**src/rtl/kplc_pkg.sv**
```systemverilog
// ----------------------------------------------------------------------------
// kplc_pkg
// Types, codes and helpers shared by the keypad PIN lock controller.
// ----------------------------------------------------------------------------
package kplc_pkg;

   localparam int PIN_DIGITS_DEF    = 4;
   localparam int HISTORY_DEPTH_DEF = 3;

   localparam logic [31:0] PIN_RESET_WIDE = 32'h0000_1234;
   localparam logic [3:0]  ATTEMPT_LIMIT_RESET = 4'd3;
   localparam logic [7:0]  LOCKOUT_TICKS_RESET = 8'd10;

   localparam logic [4:0] KEY_D = 5'd16;

   localparam logic [3:0] EV_NONE       = 4'd0;
   localparam logic [3:0] EV_DIGIT      = 4'd1;
   localparam logic [3:0] EV_UNLOCKED   = 4'd2;
   localparam logic [3:0] EV_WRONG      = 4'd3;
   localparam logic [3:0] EV_LOCK_START = 4'd4;
   localparam logic [3:0] EV_LOCK_END   = 4'd5;
   localparam logic [3:0] EV_RELOCKED   = 4'd6;
   localparam logic [3:0] EV_CHANGE     = 4'd7;
   localparam logic [3:0] EV_CHANGED    = 4'd8;
   localparam logic [3:0] EV_REUSED     = 4'd9;
   localparam logic [3:0] EV_BADLEN     = 4'd10;

   localparam logic [1:0] MC_LOCKED  = 2'd0;
   localparam logic [1:0] MC_MENU    = 2'd1;
   localparam logic [1:0] MC_CHANGE  = 2'd2;
   localparam logic [1:0] MC_LOCKOUT = 2'd3;

   localparam logic CSR_ATTEMPT_LIMIT = 1'b0;
   localparam logic CSR_LOCKOUT_TICKS = 1'b1;

   typedef enum logic [3:0] {
      MODE_LOCKED  = 4'b0001,
      MODE_MENU    = 4'b0010,
      MODE_CHANGE  = 4'b0100,
      MODE_LOCKOUT = 4'b1000
   } mode_type;

   typedef struct packed {
      logic       req_type;
      logic [4:0] key_code;
   } kplc_req_type;

   typedef struct packed {
      logic [3:0] event_code;
      logic [1:0] mode_now;
      logic [2:0] digits_held;
      logic [3:0] last_digit;
      logic [3:0] tries_left;
      logic [7:0] wait_left;
   } kplc_rsp_type;

   typedef struct packed {
      logic       valid;
      logic [3:0] value;
   } digit_type;

   function automatic digit_type key_digit(input logic [4:0] key);
      digit_type d;
      d.valid = 1'b1;
      d.value = 4'd0;
      case (key) inside
         [5'd1:5'd3]:  d.value = key[3:0];
         [5'd5:5'd7]:  d.value = key[3:0] - 4'd1;
         [5'd9:5'd11]: d.value = key[3:0] - 4'd2;
         5'd14:        d.value = 4'd0;
         default:      d.valid = 1'b0;
      endcase
      return d;
   endfunction

   function automatic logic [1:0] mode_code(input mode_type m);
      logic [1:0] c;
      case (m)
         MODE_LOCKED:  c = MC_LOCKED;
         MODE_MENU:    c = MC_MENU;
         MODE_CHANGE:  c = MC_CHANGE;
         MODE_LOCKOUT: c = MC_LOCKOUT;
         default:      c = MC_LOCKED;
      endcase
      return c;
   endfunction

endpackage

```
**src/rtl/kplc_core.sv**
```systemverilog
// ----------------------------------------------------------------------------
// kplc_core
// Lock state, PIN store and history; one step per strobe, result combinational.
// ----------------------------------------------------------------------------
module kplc_core #(
   parameter int PIN_DIGITS    = kplc_pkg::PIN_DIGITS_DEF,
   parameter int HISTORY_DEPTH = kplc_pkg::HISTORY_DEPTH_DEF
) (
   input  logic                  clock,
   input  logic                  reset,
   input  logic                  step_en,
   input  kplc_pkg::kplc_req_type item,
   input  logic [3:0]            attempt_limit,
   input  logic [7:0]            lockout_ticks,
   output kplc_pkg::kplc_rsp_type result
);
   import kplc_pkg::*;

   localparam int BUF_W = 4 * PIN_DIGITS;
   localparam int CNT_W = $clog2(PIN_DIGITS + 1);
   localparam logic [CNT_W-1:0] CNT_FULL = CNT_W'(PIN_DIGITS);

   mode_type         mode_ff, mode_in;
   logic [BUF_W-1:0] entry_buffer_ff, entry_buffer_in;
   logic [CNT_W-1:0] entry_count_ff, entry_count_in;
   logic [3:0]       fail_count_ff, fail_count_in;
   logic [BUF_W-1:0] pin_value_ff, pin_value_in;
   logic [BUF_W-1:0] pin_history_ff [HISTORY_DEPTH];
   logic [7:0]       lockout_count_ff, lockout_count_in;

   digit_type        dig;
   logic [3:0]       fail_inc;
   logic             full;
   logic             reused;
   logic             hist_shift;
   logic [3:0]       ev;
   logic [3:0]       shown;
   logic [CNT_W+2:0] count_ext;

   always_comb begin
      reused = 1'b0;
      for (int i = 0; i < HISTORY_DEPTH; i++) begin
         if (pin_history_ff[i] == entry_buffer_ff) begin
            reused = 1'b1;
         end
      end
   end

   always_comb begin
      dig              = key_digit(item.key_code);
      fail_inc         = (fail_count_ff == 4'hF) ? fail_count_ff : fail_count_ff + 4'd1;
      full             = (entry_count_ff == CNT_FULL);
      mode_in          = mode_ff;
      entry_buffer_in  = entry_buffer_ff;
      entry_count_in   = entry_count_ff;
      fail_count_in    = fail_count_ff;
      pin_value_in     = pin_value_ff;
      lockout_count_in = lockout_count_ff;
      hist_shift       = 1'b0;
      ev               = EV_NONE;
      shown            = 4'd0;
      case (mode_ff)
         MODE_LOCKOUT: begin
            if (item.req_type) begin
               if (lockout_count_ff <= 8'd1) begin
                  lockout_count_in = 8'd0;
                  fail_count_in    = 4'd0;
                  mode_in          = MODE_LOCKED;
                  ev               = EV_LOCK_END;
               end else begin
                  lockout_count_in = lockout_count_ff - 8'd1;
               end
            end
         end
         MODE_MENU: begin
            if (!item.req_type && dig.valid) begin
               if (dig.value == 4'd1) begin
                  entry_buffer_in = '0;
                  entry_count_in  = '0;
                  mode_in         = MODE_CHANGE;
                  ev              = EV_CHANGE;
               end else if (dig.value == 4'd2) begin
                  entry_buffer_in = '0;
                  entry_count_in  = '0;
                  mode_in         = MODE_LOCKED;
                  ev              = EV_RELOCKED;
               end
            end
         end
         MODE_LOCKED, MODE_CHANGE: begin
            if (!item.req_type) begin
               if (dig.valid) begin
                  if (!full) begin
                     entry_buffer_in = (entry_buffer_ff << 4) | BUF_W'(dig.value);
                     entry_count_in  = entry_count_ff + CNT_W'(1);
                     shown           = dig.value;
                     ev              = EV_DIGIT;
                  end
               end else if (item.key_code == KEY_D) begin
                  entry_buffer_in = '0;
                  entry_count_in  = '0;
                  if (mode_ff == MODE_LOCKED) begin
                     if (full && entry_buffer_ff == pin_value_ff) begin
                        mode_in = MODE_MENU;
                        ev      = EV_UNLOCKED;
                     end else begin
                        fail_count_in = fail_inc;
                        if (fail_inc >= attempt_limit) begin
                           mode_in          = MODE_LOCKOUT;
                           lockout_count_in = lockout_ticks;
                           ev               = EV_LOCK_START;
                        end else begin
                           ev = EV_WRONG;
                        end
                     end
                  end else if (!full) begin
                     ev = EV_BADLEN;
                  end else if (reused) begin
                     ev = EV_REUSED;
                  end else begin
                     pin_value_in = entry_buffer_ff;
                     hist_shift   = 1'b1;
                     mode_in      = MODE_LOCKED;
                     ev           = EV_CHANGED;
                  end
               end
            end
         end
         default: begin
            mode_in = mode_ff;
         end
      endcase
   end

   always_comb begin
      count_ext          = {3'b000, entry_count_in};
      result.event_code  = ev;
      result.mode_now    = mode_code(mode_in);
      result.digits_held = count_ext[2:0];
      result.last_digit  = shown;
      result.tries_left  = (attempt_limit > fail_count_in) ? attempt_limit - fail_count_in :
                                                              4'd0;
      result.wait_left   = (mode_in == MODE_LOCKOUT) ? lockout_count_in : 8'd0;
   end

   always_ff @(posedge clock) begin
      if (reset) begin
         mode_ff          <= MODE_LOCKED;
         entry_buffer_ff  <= '0;
         entry_count_ff   <= '0;
         fail_count_ff    <= 4'd0;
         pin_value_ff     <= PIN_RESET_WIDE[BUF_W-1:0];
         lockout_count_ff <= 8'd0;
         for (int i = 0; i < HISTORY_DEPTH; i++) begin
            pin_history_ff[i] <= '0;
         end
      end else if (step_en) begin
         mode_ff          <= mode_in;
         entry_buffer_ff  <= entry_buffer_in;
         entry_count_ff   <= entry_count_in;
         fail_count_ff    <= fail_count_in;
         pin_value_ff     <= pin_value_in;
         lockout_count_ff <= lockout_count_in;
         if (hist_shift) begin
            for (int i = 0; i < HISTORY_DEPTH - 1; i++) begin
               pin_history_ff[i] <= pin_history_ff[i + 1];
            end
            pin_history_ff[HISTORY_DEPTH - 1] <= entry_buffer_ff;
         end
      end
   end

   a_count_bound: assert property (@(posedge clock) disable iff (reset)
      entry_count_ff <= CNT_FULL)
      else $error("entry count beyond PIN length");

   a_lockout_idle: assert property (@(posedge clock) disable iff (reset)
      mode_ff != MODE_LOCKOUT |-> lockout_count_ff == 8'd0)
      else $error("lockout counter live outside lockout");

   a_menu_empty: assert property (@(posedge clock) disable iff (reset)
      mode_ff == MODE_MENU |-> entry_count_ff == '0)
      else $error("digits held while in menu");

   a_lockout_keys: assert property (@(posedge clock) disable iff (reset)
      step_en && mode_ff == MODE_LOCKOUT && !item.req_type |=>
         $stable(fail_count_ff) && mode_ff == MODE_LOCKOUT)
      else $error("key acted during lockout");

endmodule

```
**src/rtl/keypad_pin_lock_controller.sv**
```systemverilog
// ----------------------------------------------------------------------------
// keypad_pin_lock_controller
// Keypad PIN lock: digit entry, PIN check, lockout and PIN change with history.
// ----------------------------------------------------------------------------
//  channel  | direction | ports                          | moves
//  req      | in        | req_valid/req_ready/req_data   | key code or tick
//  rsp      | out       | rsp_valid/rsp_ready/rsp_data   | event and status
//  csr      | in        | csr_valid/csr_ready/csr_index, | register write
//           |           | csr_data                       |
//
//  rsp valid after the req transfer: the transfer loads the input register,
//  then one step of the lock logic loads the result register. One item per
//  cycle sustained while rsp_ready stays high. csr_ready is always high.
//  Reset is synchronous and restores PIN 1234, a history of all-zero PINs,
//  attempt limit 3 and lockout_ticks 10. A stalled rsp holds the result
//  register; the input register still takes an item while it is empty.
// ----------------------------------------------------------------------------
module keypad_pin_lock_controller #(
   parameter int PIN_DIGITS    = kplc_pkg::PIN_DIGITS_DEF,
   parameter int HISTORY_DEPTH = kplc_pkg::HISTORY_DEPTH_DEF
) (
   input  logic                   clock,
   input  logic                   reset,
   input  logic                   req_valid,
   output logic                   req_ready,
   input  kplc_pkg::kplc_req_type req_data,
   output logic                   rsp_valid,
   input  logic                   rsp_ready,
   output kplc_pkg::kplc_rsp_type rsp_data,
   input  logic                   csr_valid,
   output logic                   csr_ready,
   input  logic                   csr_index,
   input  logic [7:0]             csr_data
);
   import kplc_pkg::*;

   logic         in_valid_ff, in_valid_in;
   kplc_req_type in_data_ff;
   logic         rsp_valid_ff, rsp_valid_in;
   kplc_rsp_type rsp_data_ff;
   logic [3:0]   attempt_limit_ff;
   logic [7:0]   lockout_ticks_ff;
   logic         advance;
   kplc_rsp_type step_result;

   assign advance   = in_valid_ff && (!rsp_valid_ff || rsp_ready);
   assign req_ready = !in_valid_ff || advance;
   assign csr_ready = 1'b1;
   assign rsp_valid = rsp_valid_ff;
   assign rsp_data  = rsp_data_ff;

   always_comb begin
      in_valid_in = in_valid_ff;
      if (req_valid && req_ready) begin
         in_valid_in = 1'b1;
      end else if (advance) begin
         in_valid_in = 1'b0;
      end
      rsp_valid_in = rsp_valid_ff;
      if (advance) begin
         rsp_valid_in = 1'b1;
      end else if (rsp_ready) begin
         rsp_valid_in = 1'b0;
      end
   end

   kplc_core #(
      .PIN_DIGITS    (PIN_DIGITS),
      .HISTORY_DEPTH (HISTORY_DEPTH)
   ) u_core (
      .clock         (clock),
      .reset         (reset),
      .step_en       (advance),
      .item          (in_data_ff),
      .attempt_limit (attempt_limit_ff),
      .lockout_ticks (lockout_ticks_ff),
      .result        (step_result)
   );

   always_ff @(posedge clock) begin
      if (reset) begin
         in_valid_ff  <= 1'b0;
         rsp_valid_ff <= 1'b0;
      end else begin
         in_valid_ff  <= in_valid_in;
         rsp_valid_ff <= rsp_valid_in;
      end
      if (req_valid && req_ready) begin
         in_data_ff <= req_data;
      end
      if (advance) begin
         rsp_data_ff <= step_result;
      end
   end

   always_ff @(posedge clock) begin
      if (reset) begin
         attempt_limit_ff <= ATTEMPT_LIMIT_RESET;
         lockout_ticks_ff <= LOCKOUT_TICKS_RESET;
      end else if (csr_valid && csr_ready) begin
         case (csr_index)
            CSR_ATTEMPT_LIMIT: attempt_limit_ff <= csr_data[3:0];
            CSR_LOCKOUT_TICKS: lockout_ticks_ff <= csr_data;
            default:           attempt_limit_ff <= attempt_limit_ff;
         endcase
      end
   end

   a_step_gives_rsp: assert property (@(posedge clock) disable iff (reset)
      advance |=> rsp_valid_ff && rsp_data_ff == $past(step_result))
      else $error("step did not load the result register");

   a_input_hold: assert property (@(posedge clock) disable iff (reset)
      in_valid_ff && !advance |=> in_valid_ff && $stable(in_data_ff))
      else $error("pending item lost while result stalled");

   a_rsp_hold: assert property (@(posedge clock) disable iff (reset)
      rsp_valid_ff && !rsp_ready |=> rsp_valid_ff && $stable(rsp_data_ff))
      else $error("stalled result changed before its transfer");

endmodule
```
**config.mk**
```make
export PLATFORM = sky130hd
export DESIGN_NAME = keypad_pin_lock_controller
export DESIGN_NICKNAME = d
export VERILOG_FILES = /design/src/rtl/kplc_pkg.sv /design/src/rtl/kplc_core.sv /design/src/rtl/keypad_pin_lock_controller.sv
export SDC_FILE = /design/constraint.sdc
export NUM_CORES = 1
export LEC_CHECK = 0
export BUFFER_PORTS_ARGS = -buffer_cell sky130_fd_sc_hd__buf_2
export CAP_MARGIN = 10
export CORE_UTILIZATION = 34
export DETAILED_ROUTE_END_ITERATION = 10
export MAX_ROUTING_LAYER = met4
export PLACE_DENSITY = 0.6
export SYNTH_ARGS = -nofsm -noshare
export SYNTH_HDL_FRONTEND = slang
export SYNTH_SLANG_ARGS = --single-unit
```
**constraint.sdc**
```tcl
create_clock -name clock -period 3.9 [get_ports clock]
set_input_delay 0.78 -clock clock [delete_from_list [all_inputs] [get_ports clock]]
set_output_delay 0.78 -clock clock [all_outputs]
set_load 0.01 [all_outputs]
```
# ---- After elaboration in Yosys (flattened, before gate mapping)
# Memories as Yosys holds them, arrays and structs flattened.
# Index checks and enable logic that the tools add are counted.
dict set report totals {
  reg_bits 96
  ram_bits 48
  inputBits 20
  output_inout_bits 28
  elab_cells 181
  mem_count 1
}
# memory depth word_bits read_ports rd_ports_with_merged_regs write_ports line_no
set memory_table {}
lappend memory_table {u_core.pin_history_ff 3 16 3 0 3 kplc_core.sv:28} ;# logic [BUF_W-1:0] pin_history_ff [HISTORY_DEPTH];
dict set report classes {
  addsub 6
  magnitude_cmp 9
  eq_ne 22
  n_mux 94
  n_bitwise 10
  n_reduce_logical 21
}
# cell count
set op_table {}
lappend op_table {{two-way mux 16 bit} 10}
lappend op_table {{two-way mux 4 bit} 33}
lappend op_table {{equality test 16 bit} 4}
lappend op_table {{two-way mux 8 bit} 8}
lappend op_table {{one-hot mux 16 bit (2 select lines)} 1}
lappend op_table {{two-way mux 3 bit} 10}
lappend op_table {{two-way mux 1 bit} 26}
lappend op_table {{one-hot mux 4 bit (3 select lines)} 2}
lappend op_table {{OR 16 x 4 -> 16 bit} 1}
lappend op_table {{one-hot mux 8 bit (2 select lines)} 1}
lappend op_table {{equality test 4 x 2 -> 1 bit (second input constant)} 3}
lappend op_table {{equality test 4 bit (second input constant)} 3}
lappend op_table {{equality test 4 x 1 -> 1 bit (second input constant)} 2}
lappend op_table {{equality test 4 x 3 -> 1 bit (second input constant)} 2}
lappend op_table {{<= comparator 8 x 1 -> 1 bit (second input constant)} 1}
lappend op_table {{one-hot mux 4 bit (2 select lines)} 1}
lappend op_table {{AND reduction 8 bit} 1}
lappend op_table {{subtractor 8 x 1 -> 8 bit (second input constant)} 1}
lappend op_table {{logical AND 1 bit} 7}
lappend op_table {{AND reduction 7 bit} 1}
lappend op_table {{inequality test 3 x 1 -> 1 bit (second input constant)} 2}
lappend op_table {{NOT 1 bit} 6}
lappend op_table {{one-hot mux 2 bit (3 select lines)} 1}
lappend op_table {{one-hot mux 3 bit (2 select lines)} 1}
lappend op_table {{26 further kinds} 34}

# ---- Logic depth before layout (Yosys ltp)
# An unclocked memory read counts as a cell.
dict set report depth {
  ltp_word 17
  ltp_mapped 16
  ltp_nobuf 16
}

# ---- Hierarchy
# A second synthesis with hierarchy kept.
dict set report unflattened {
  hier_cells 722
  hier_area_um2 7562.3
}
# module n_inst cells_each area_per_inst_um2 seq_area_each_um2
set by_module_without_submodules {}
lappend by_module_without_submodules {kplc_core 1 628 6038.3 2462.4}
lappend by_module_without_submodules {keypad_pin_lock_controller 1 94 1524.0 1211.2}

# ---- Worst setup path after synthesis
# OpenSTA, ideal clock, no wires.
dict set report synth_path {
  path_type {register to register}
  from {register u_core.entry_buffer_ff[6]}
  to {register rsp_data_ff, in the netlist rsp_data[10] (data pin)}
  setup_time_ps 254
  arrival_ps 3072
  required_ps 3646
  path_slack_ps 574
  path_stages_with_launch 16
  n_path_buf 1
  period_less_slack_ps 3326
  path_cell_list {dfxtp_1 > buf_2 > xor2_1 > nor4_1 > nand3_1 > o21ai_0 > nor2_1 > a31o_2 > a21oi_1 > ha_1 > inv_1 > fa_1 > a21o_1 > a21oi_1 > a41o_1 > nor2_1}
}
dict set report synth_via {
  elab_chain_len 9
  word_cells_on_any_way 10
  cone_classes {add/sub: 1; order compare: 1; eq/ne: 1; mux: 6; reduce/logical: 1}
}
# item line_no
set synth_lines {}
lappend synth_lines {{start, declared} kplc_core.sv:24} ;# logic [BUF_W-1:0] entry_buffer_ff, entry_buffer_in;
lappend synth_lines {{start signal, assigned} kplc_core.sv:159} ;# entry_buffer_ff <= entry_buffer_in;
lappend synth_lines {{equality test 16 bit *} kplc_core.sv:103} ;# if (full && entry_buffer_ff == pin_value_ff) begin
lappend synth_lines {{logical AND 1 bit *} kplc_core.sv:103}
lappend synth_lines {{two-way mux 4 bit *} kplc_core.sv:103}
lappend synth_lines {{two-way mux 4 bit *} kplc_core.sv:102} ;# if (mode_ff == MODE_LOCKED) begin
lappend synth_lines {{two-way mux 4 bit *} kplc_core.sv:99} ;# end else if (item.key_code == KEY_D) begin
lappend synth_lines {{two-way mux 4 bit *} kplc_core.sv:92} ;# if (dig.valid) begin
lappend synth_lines {{two-way mux 4 bit *} kplc_core.sv:91} ;# if (!item.req_type) begin
lappend synth_lines {{one-hot mux 4 bit (2 select lines) *} kplc_core.sv:62} ;# case (mode_ff)
lappend synth_lines {{via u_core.fail_count_in[0]} kplc_core.sv:26} ;# logic [3:0] fail_count_ff, fail_count_in;
lappend synth_lines {{subtractor 4 bit / greater-than comparator 4 bit (equally long branches)} kplc_core.sv:141} ;# result.tries_left = (attempt_limit > fail_count_in) ? attempt_limit - fail_count_in :
lappend synth_lines {{end signal, assigned} keypad_pin_lock_controller.sv:92} ;# rsp_data_ff <= step_result;
lappend synth_lines {{end, declared} keypad_pin_lock_controller.sv:40} ;# kplc_rsp_type rsp_data_ff;
# Mark *: on every way through the listed nets, which the timed path passes. The rest lies on a longest branch.
# A chain may end at the register's enable or synchronous reset.

# ---- Final worst setup path
dict set report layout_path {
  from {register u_core.fail_count_ff[0]}
  to {register rsp_data_ff, in the netlist rsp_data[1] (data pin)}
}
dict set report layout_via {
  elab_chain_len 11
  word_cells_on_any_way 19
  cone_classes {add/sub: 1; order compare: 1; eq/ne: 2; mux: 15}
}
# item line_no
set layout_lines {}
lappend layout_lines {{start, declared} kplc_core.sv:26}
lappend layout_lines {{start signal, assigned} kplc_core.sv:161} ;# fail_count_ff <= fail_count_in;
lappend layout_lines {{adder 4 x 1 -> 4 bit / equality test 4 bit (equally long branches)} kplc_core.sv:51} ;# fail_inc = (fail_count_ff == 4'hF) ? fail_count_ff : fail_count_ff + 4'd1;
lappend layout_lines {{two-way mux 4 bit *} kplc_core.sv:51}
lappend layout_lines {{greater-or-equal comparator 4 bit *} kplc_core.sv:108} ;# if (fail_inc >= attempt_limit) begin
lappend layout_lines {{two-way mux 4 bit} kplc_core.sv:108}
lappend layout_lines {{two-way mux 4 bit} kplc_core.sv:103}
lappend layout_lines {{two-way mux 4 bit} kplc_core.sv:102}
lappend layout_lines {{two-way mux 4 bit} kplc_core.sv:99}
lappend layout_lines {{two-way mux 4 bit} kplc_core.sv:92}
lappend layout_lines {{two-way mux 4 bit} kplc_core.sv:91}
lappend layout_lines {{one-hot mux 4 bit (3 select lines)} kplc_core.sv:62}
lappend layout_lines {{equality test 4 bit} kplc_core.sv:143} ;# result.wait_left = (mode_in == MODE_LOCKOUT) ? lockout_count_in : 8'd0;
# Every way passes the cells marked *; elsewhere a longest branch is shown, timed or not.

==> results.txt <==
The most frequent standard cell in the layout excluding fill and tap cells is sky130_fd_sc_hd__edfxtp_1. The die extent in y came out at 151 µm. For this run, the total global-route usage over all layers was measured as 16.2%.

The launch point of the worst hold path is lockout_ticks_ff[6]$_SDFFE_PP0P_. Once layout is complete, the utilization of the core stands at 39.8%. The core region area came out at 21800 µm². The number of failing setup endpoints in the final timing report is 0. The cell count after placement is 1030. For this design, the sink count on the clock tree is 144. The number of gates resized after cts came out at 0. Dividing the synthesized area by the synthesized cell count gives 10.3 µm².

After clock tree synthesis, the clock-pin slew on the worst setup and hold paths is 60 ps. Summing the sequential cell areas from Yosys gives 48.7% of the chip area. The CTS buffer count came out at 17.

The net count of the mapped netlist came out at 776. The met2 wire length is 7680 µm. The flip-flop and latch count after synthesis is 144.

In this run the power density over the cells is 426 nW/µm². The number of buffers between clock root and the deepest sink is 2. Traced cell by cell, the critical path runs through ha_1 > nand3_1 > mux2_2 > ha_1 > nand2_1 > o21ai_0 > a21o_1 > o211a_1 > mux2_2 > a222oi_1 > nor3_1. The final sum of negative setup slack came out at 0 ps. The post-placement cell area is 8070 µm².

The layout overhead on the synthesized area is 15.1%. The synthesized design devotes to its leading area cell type 31.4% of total area. The top achievable clock speed came out at 284 MHz. The setup fix buffers added after clock tree synthesis came out at 0.

The post-synthesis instance area came out at 7550 µm². The number of remaining DRC errors came out at 0. The cell accounting for the most synthesized area is sky130_fd_sc_hd__edfxtp_1.

Grouping stages by cell kind, the critical path spends the most delay in compound AO/OA/AOI/OAI gates. The number of nets with antenna violations after routing came out at 0. The number of fill cells came out at 2139. The final number of max-transition violations came to 0. The slowest cell on the critical path is sky130_fd_sc_hd__dfxtp_1. By startpoint and endpoint, the worst setup path is classified as flop to flop. Setup repair after global routing left no endpoint under its margin. 0 antenna diodes ended up in the layout.

Global routing finished with a remaining overflow of 0. Clock latency on the worst-skew pair, taken at its later pin, is 430 ps. The worst hold-check slack is 463 ps. The setup clock skew after layout came out at 7.15 ps. The worst pin sits at a relative slew slack of 50.9%. The cell count along the critical path came out at 11. The most used flip-flop cell after synthesis is sky130_fd_sc_hd__edfxtp_1. The number of I/O pins is 48.

The congestion estimate from routability-driven global placement came to 0.862. The detailed router's first-iteration violation count is 489. STA classifies the critical path endpoint as a flop. TritonCTS built the clock tree.

The leakage dissipation is 3.69 nW. The number of cells on the worst reg-to-reg path is 11. The cell sitting at the root of the clock tree is a sky130_fd_sc_hd__clkbuf_16.

The post-synthesis instance total is 733. Tracing the worst setup path back leads to its startpoint at u_core.fail_count_ff[0]$_SDFFE_PP0P_. The worst register-to-register path has a setup slack of 380 ps. The routed metal-1 wirelength came out at 8810 µm. The smallest clock period supported by the final layout is computed as 3520 ps. The worst hold path belongs to the class flop to flop. The final cell area excluding filler cells is 8690 µm². The routed design has 17300 µm of wire. The via count of the first global-routing pass came out at 5031. For the worst setup path, the data required time is 4060 ps. Sorting the synthesized cells by area gives the leading types as sky130_fd_sc_hd__edfxtp_1 (31%), sky130_fd_sc_hd__dfxtp_1 (17%), sky130_fd_sc_hd__xor2_1 (8.2%), sky130_fd_sc_hd__and3_1 (4.0%), sky130_fd_sc_hd__ha_1 (3.6%). The max-cap violation count came out at 0. The source of the worst register-to-register timing path is u_core.fail_count_ff[0]$_SDFFE_PP0P_. The largest vdd supply drop is 0.000311 V.

The initial antenna violation count is 0. The number of vias in the routed layout came out at 5512. The total number of nets in the final design came out at 812. The average routed wire per standard cell came out at 16.3 µm. Summed over all nets, the half-perimeter wirelength after detailed placement is 11900 µm. The worst setup path is launched from a flop.

Summed over all nets, wire length on met3 after detailed routing comes to 617 µm. The most critical setup path has its endpoint at rsp_data[1]$_SDFFCE_PN0P_. The number of warnings reported in the yosys synthesis log came out at 0. In the synthesized netlist the async set-or-reset flop fraction comes to 0%.

The highest layer touched by signal routing is met4. The critical-path maximum fanout is 12. In this design, the stage delay of the slowest critical-path cell is 430 ps. Yosys mapped a number of flops with a built-in enable equal to 79. The iteration count of the initial detailed-routing pass is 5. The final number of hold-violating endpoints is 0.

The starting density of the core is 34.6%. The number of port buffers came out at 46. The post-route non-filler standard cell count is 1062. In the routed layout, each cell is associated on average with a via count of 5.19. In this run the critical register-to-register path is captured at rsp_data[1]$_SDFFCE_PN0P_. Leaving out fill and tap cells, the most frequent cells in the layout are sky130_fd_sc_hd__edfxtp_1 (79), sky130_fd_sc_hd__xor2_1 (71), sky130_fd_sc_hd__dfxtp_1 (65). The slew of the pin with the lowest slew margin came out at 727 ps.

The ratio of cells with drive above 1 in the final layout came out at 15.9%. The number of buffers and inverters on the critical path is 0. The initialized floorplan defines 54 standard-cell rows.

The flow ran to the end, and the final reports show no timing, DRC or antenna violations. The number of hold buffers added after CTS was 0. The final period utilization is 90.4%.

The die covers 22800 µm². The synthesized netlist contains 73 unique library cells. In this run the horizontal extent of the chip is 151 µm. The clock tree synthesis step divided the H-tree into 4 levels. The first-pass GRT wire length came out at 27300 µm.

The maximum number of pins on one net before global-route repair is 64. Data arrives at the worst endpoint at 3690 ps.
==> cell families after synthesis <==
family	Yosys count	share of synthesized area, %
AND/OR/NAND/NOR	261	18.4
flip-flops	144	48.7
AO/OA/AOI/OAI	135	12.7
XOR/XNOR	75	8.80
buffers and inverters	69	4.11
multiplexers	25	3.38
adder cells (fa/ha/maj)	23	3.91
other	1	0.0497
==> cell usage after synthesis (all sizes together) (11+ instances only) <==
library cell and number:
xor2 71, clkbuf 24, nor2 56, nor3 24, edfxtp 79, mux2i 21, o21ai 33, buf 27
dfxtp 65, nand2 54, a22o 19, inv 17, nor4 19, and3 48, nand3 11, ha 22
a21oi 34
==> how the worst min path moves through the flow <==
stage | end | slack (ps) | cells past startpoint
after floorplan | lockout_ticks_ff[0]$_SDFFE_PP0P_ | 430 | 2
after global placement | lockout_ticks_ff[6]$_SDFFE_PP0P_ | 450 | 2
after detailed placement | lockout_ticks_ff[4]$_SDFFE_PP0P_ | 450 | 2
after CTS | lockout_ticks_ff[4]$_SDFFE_PP0P_ | 460 | 2
after global routing | lockout_ticks_ff[4]$_SDFFE_PP0P_ | 490 | 2
final | lockout_ticks_ff[6]$_SDFFE_PP0P_ | 460 | 2
==> tightest hold or removal path: cells and delay by family, from the launching register on <==
family	cells	cell delay [ps]
DFF	1	310
and+or+nand+nor	1	50
AOI/OAI and AO/OA	1	50
==> sequential cells by signal, summed over array words and instances (netlist names) <==
signal / flops
u_core.pin_history_ff: 48
rsp_data: 25
u_core.entry_buffer_ff: 16
u_core.pin_value_ff: 16
lockout_ticks_ff: 8
u_core.lockout_count_ff: 8
in_data_ff: 6
attempt_limit_ff: 4
u_core.fail_count_ff: 4
u_core.mode_ff: 4
u_core.entry_count_ff: 3
in_valid_ff: 1
rsp_valid: 1
==> area by class of cell <==
class | count | area, µm² | area share, %
sequential | 144 | 3670 | 42.3
clock buffer | 18 | 450 | 5.19
tap | 280 | 350 | 4.03
multi-input combinational | 520 | 3570 | 41.1
inverter | 18 | 67.6 | 0.778
timing repair buffer | 68 | 408 | 4.70
clock inverter | 14 | 166 | 1.92
==> power breakdown <==
| part | switching, mW | total [mW] | internal (mW) |
|---|---|---|---|
| sequential | 0.0413 | 1.69 | 1.65 |
| clock | 0.697 | 1.70 | 1.00 |
| combinational | 0.193 | 0.308 | 0.115 |
==> through the flow <==
stage | power, mW | worst slack, ps
6_report | 3.70 | 376
5_1_grt | 3.84 | 133
4_1_cts | 3.73 | 391
3_5_place_dp | 2.03 | 405
3_3_place_gp | 2.03 | 506
2_1_floorplan | 1.93 | 574
==> layer usage <==
metal	vias to the layer above	global-route usage (%)
met4	0	5.80
met1	2653	23.0
met2	107	23.0
met5	-	-
li1	2735	-
met3	17	2.89
(Power assumes the default switching activity.)
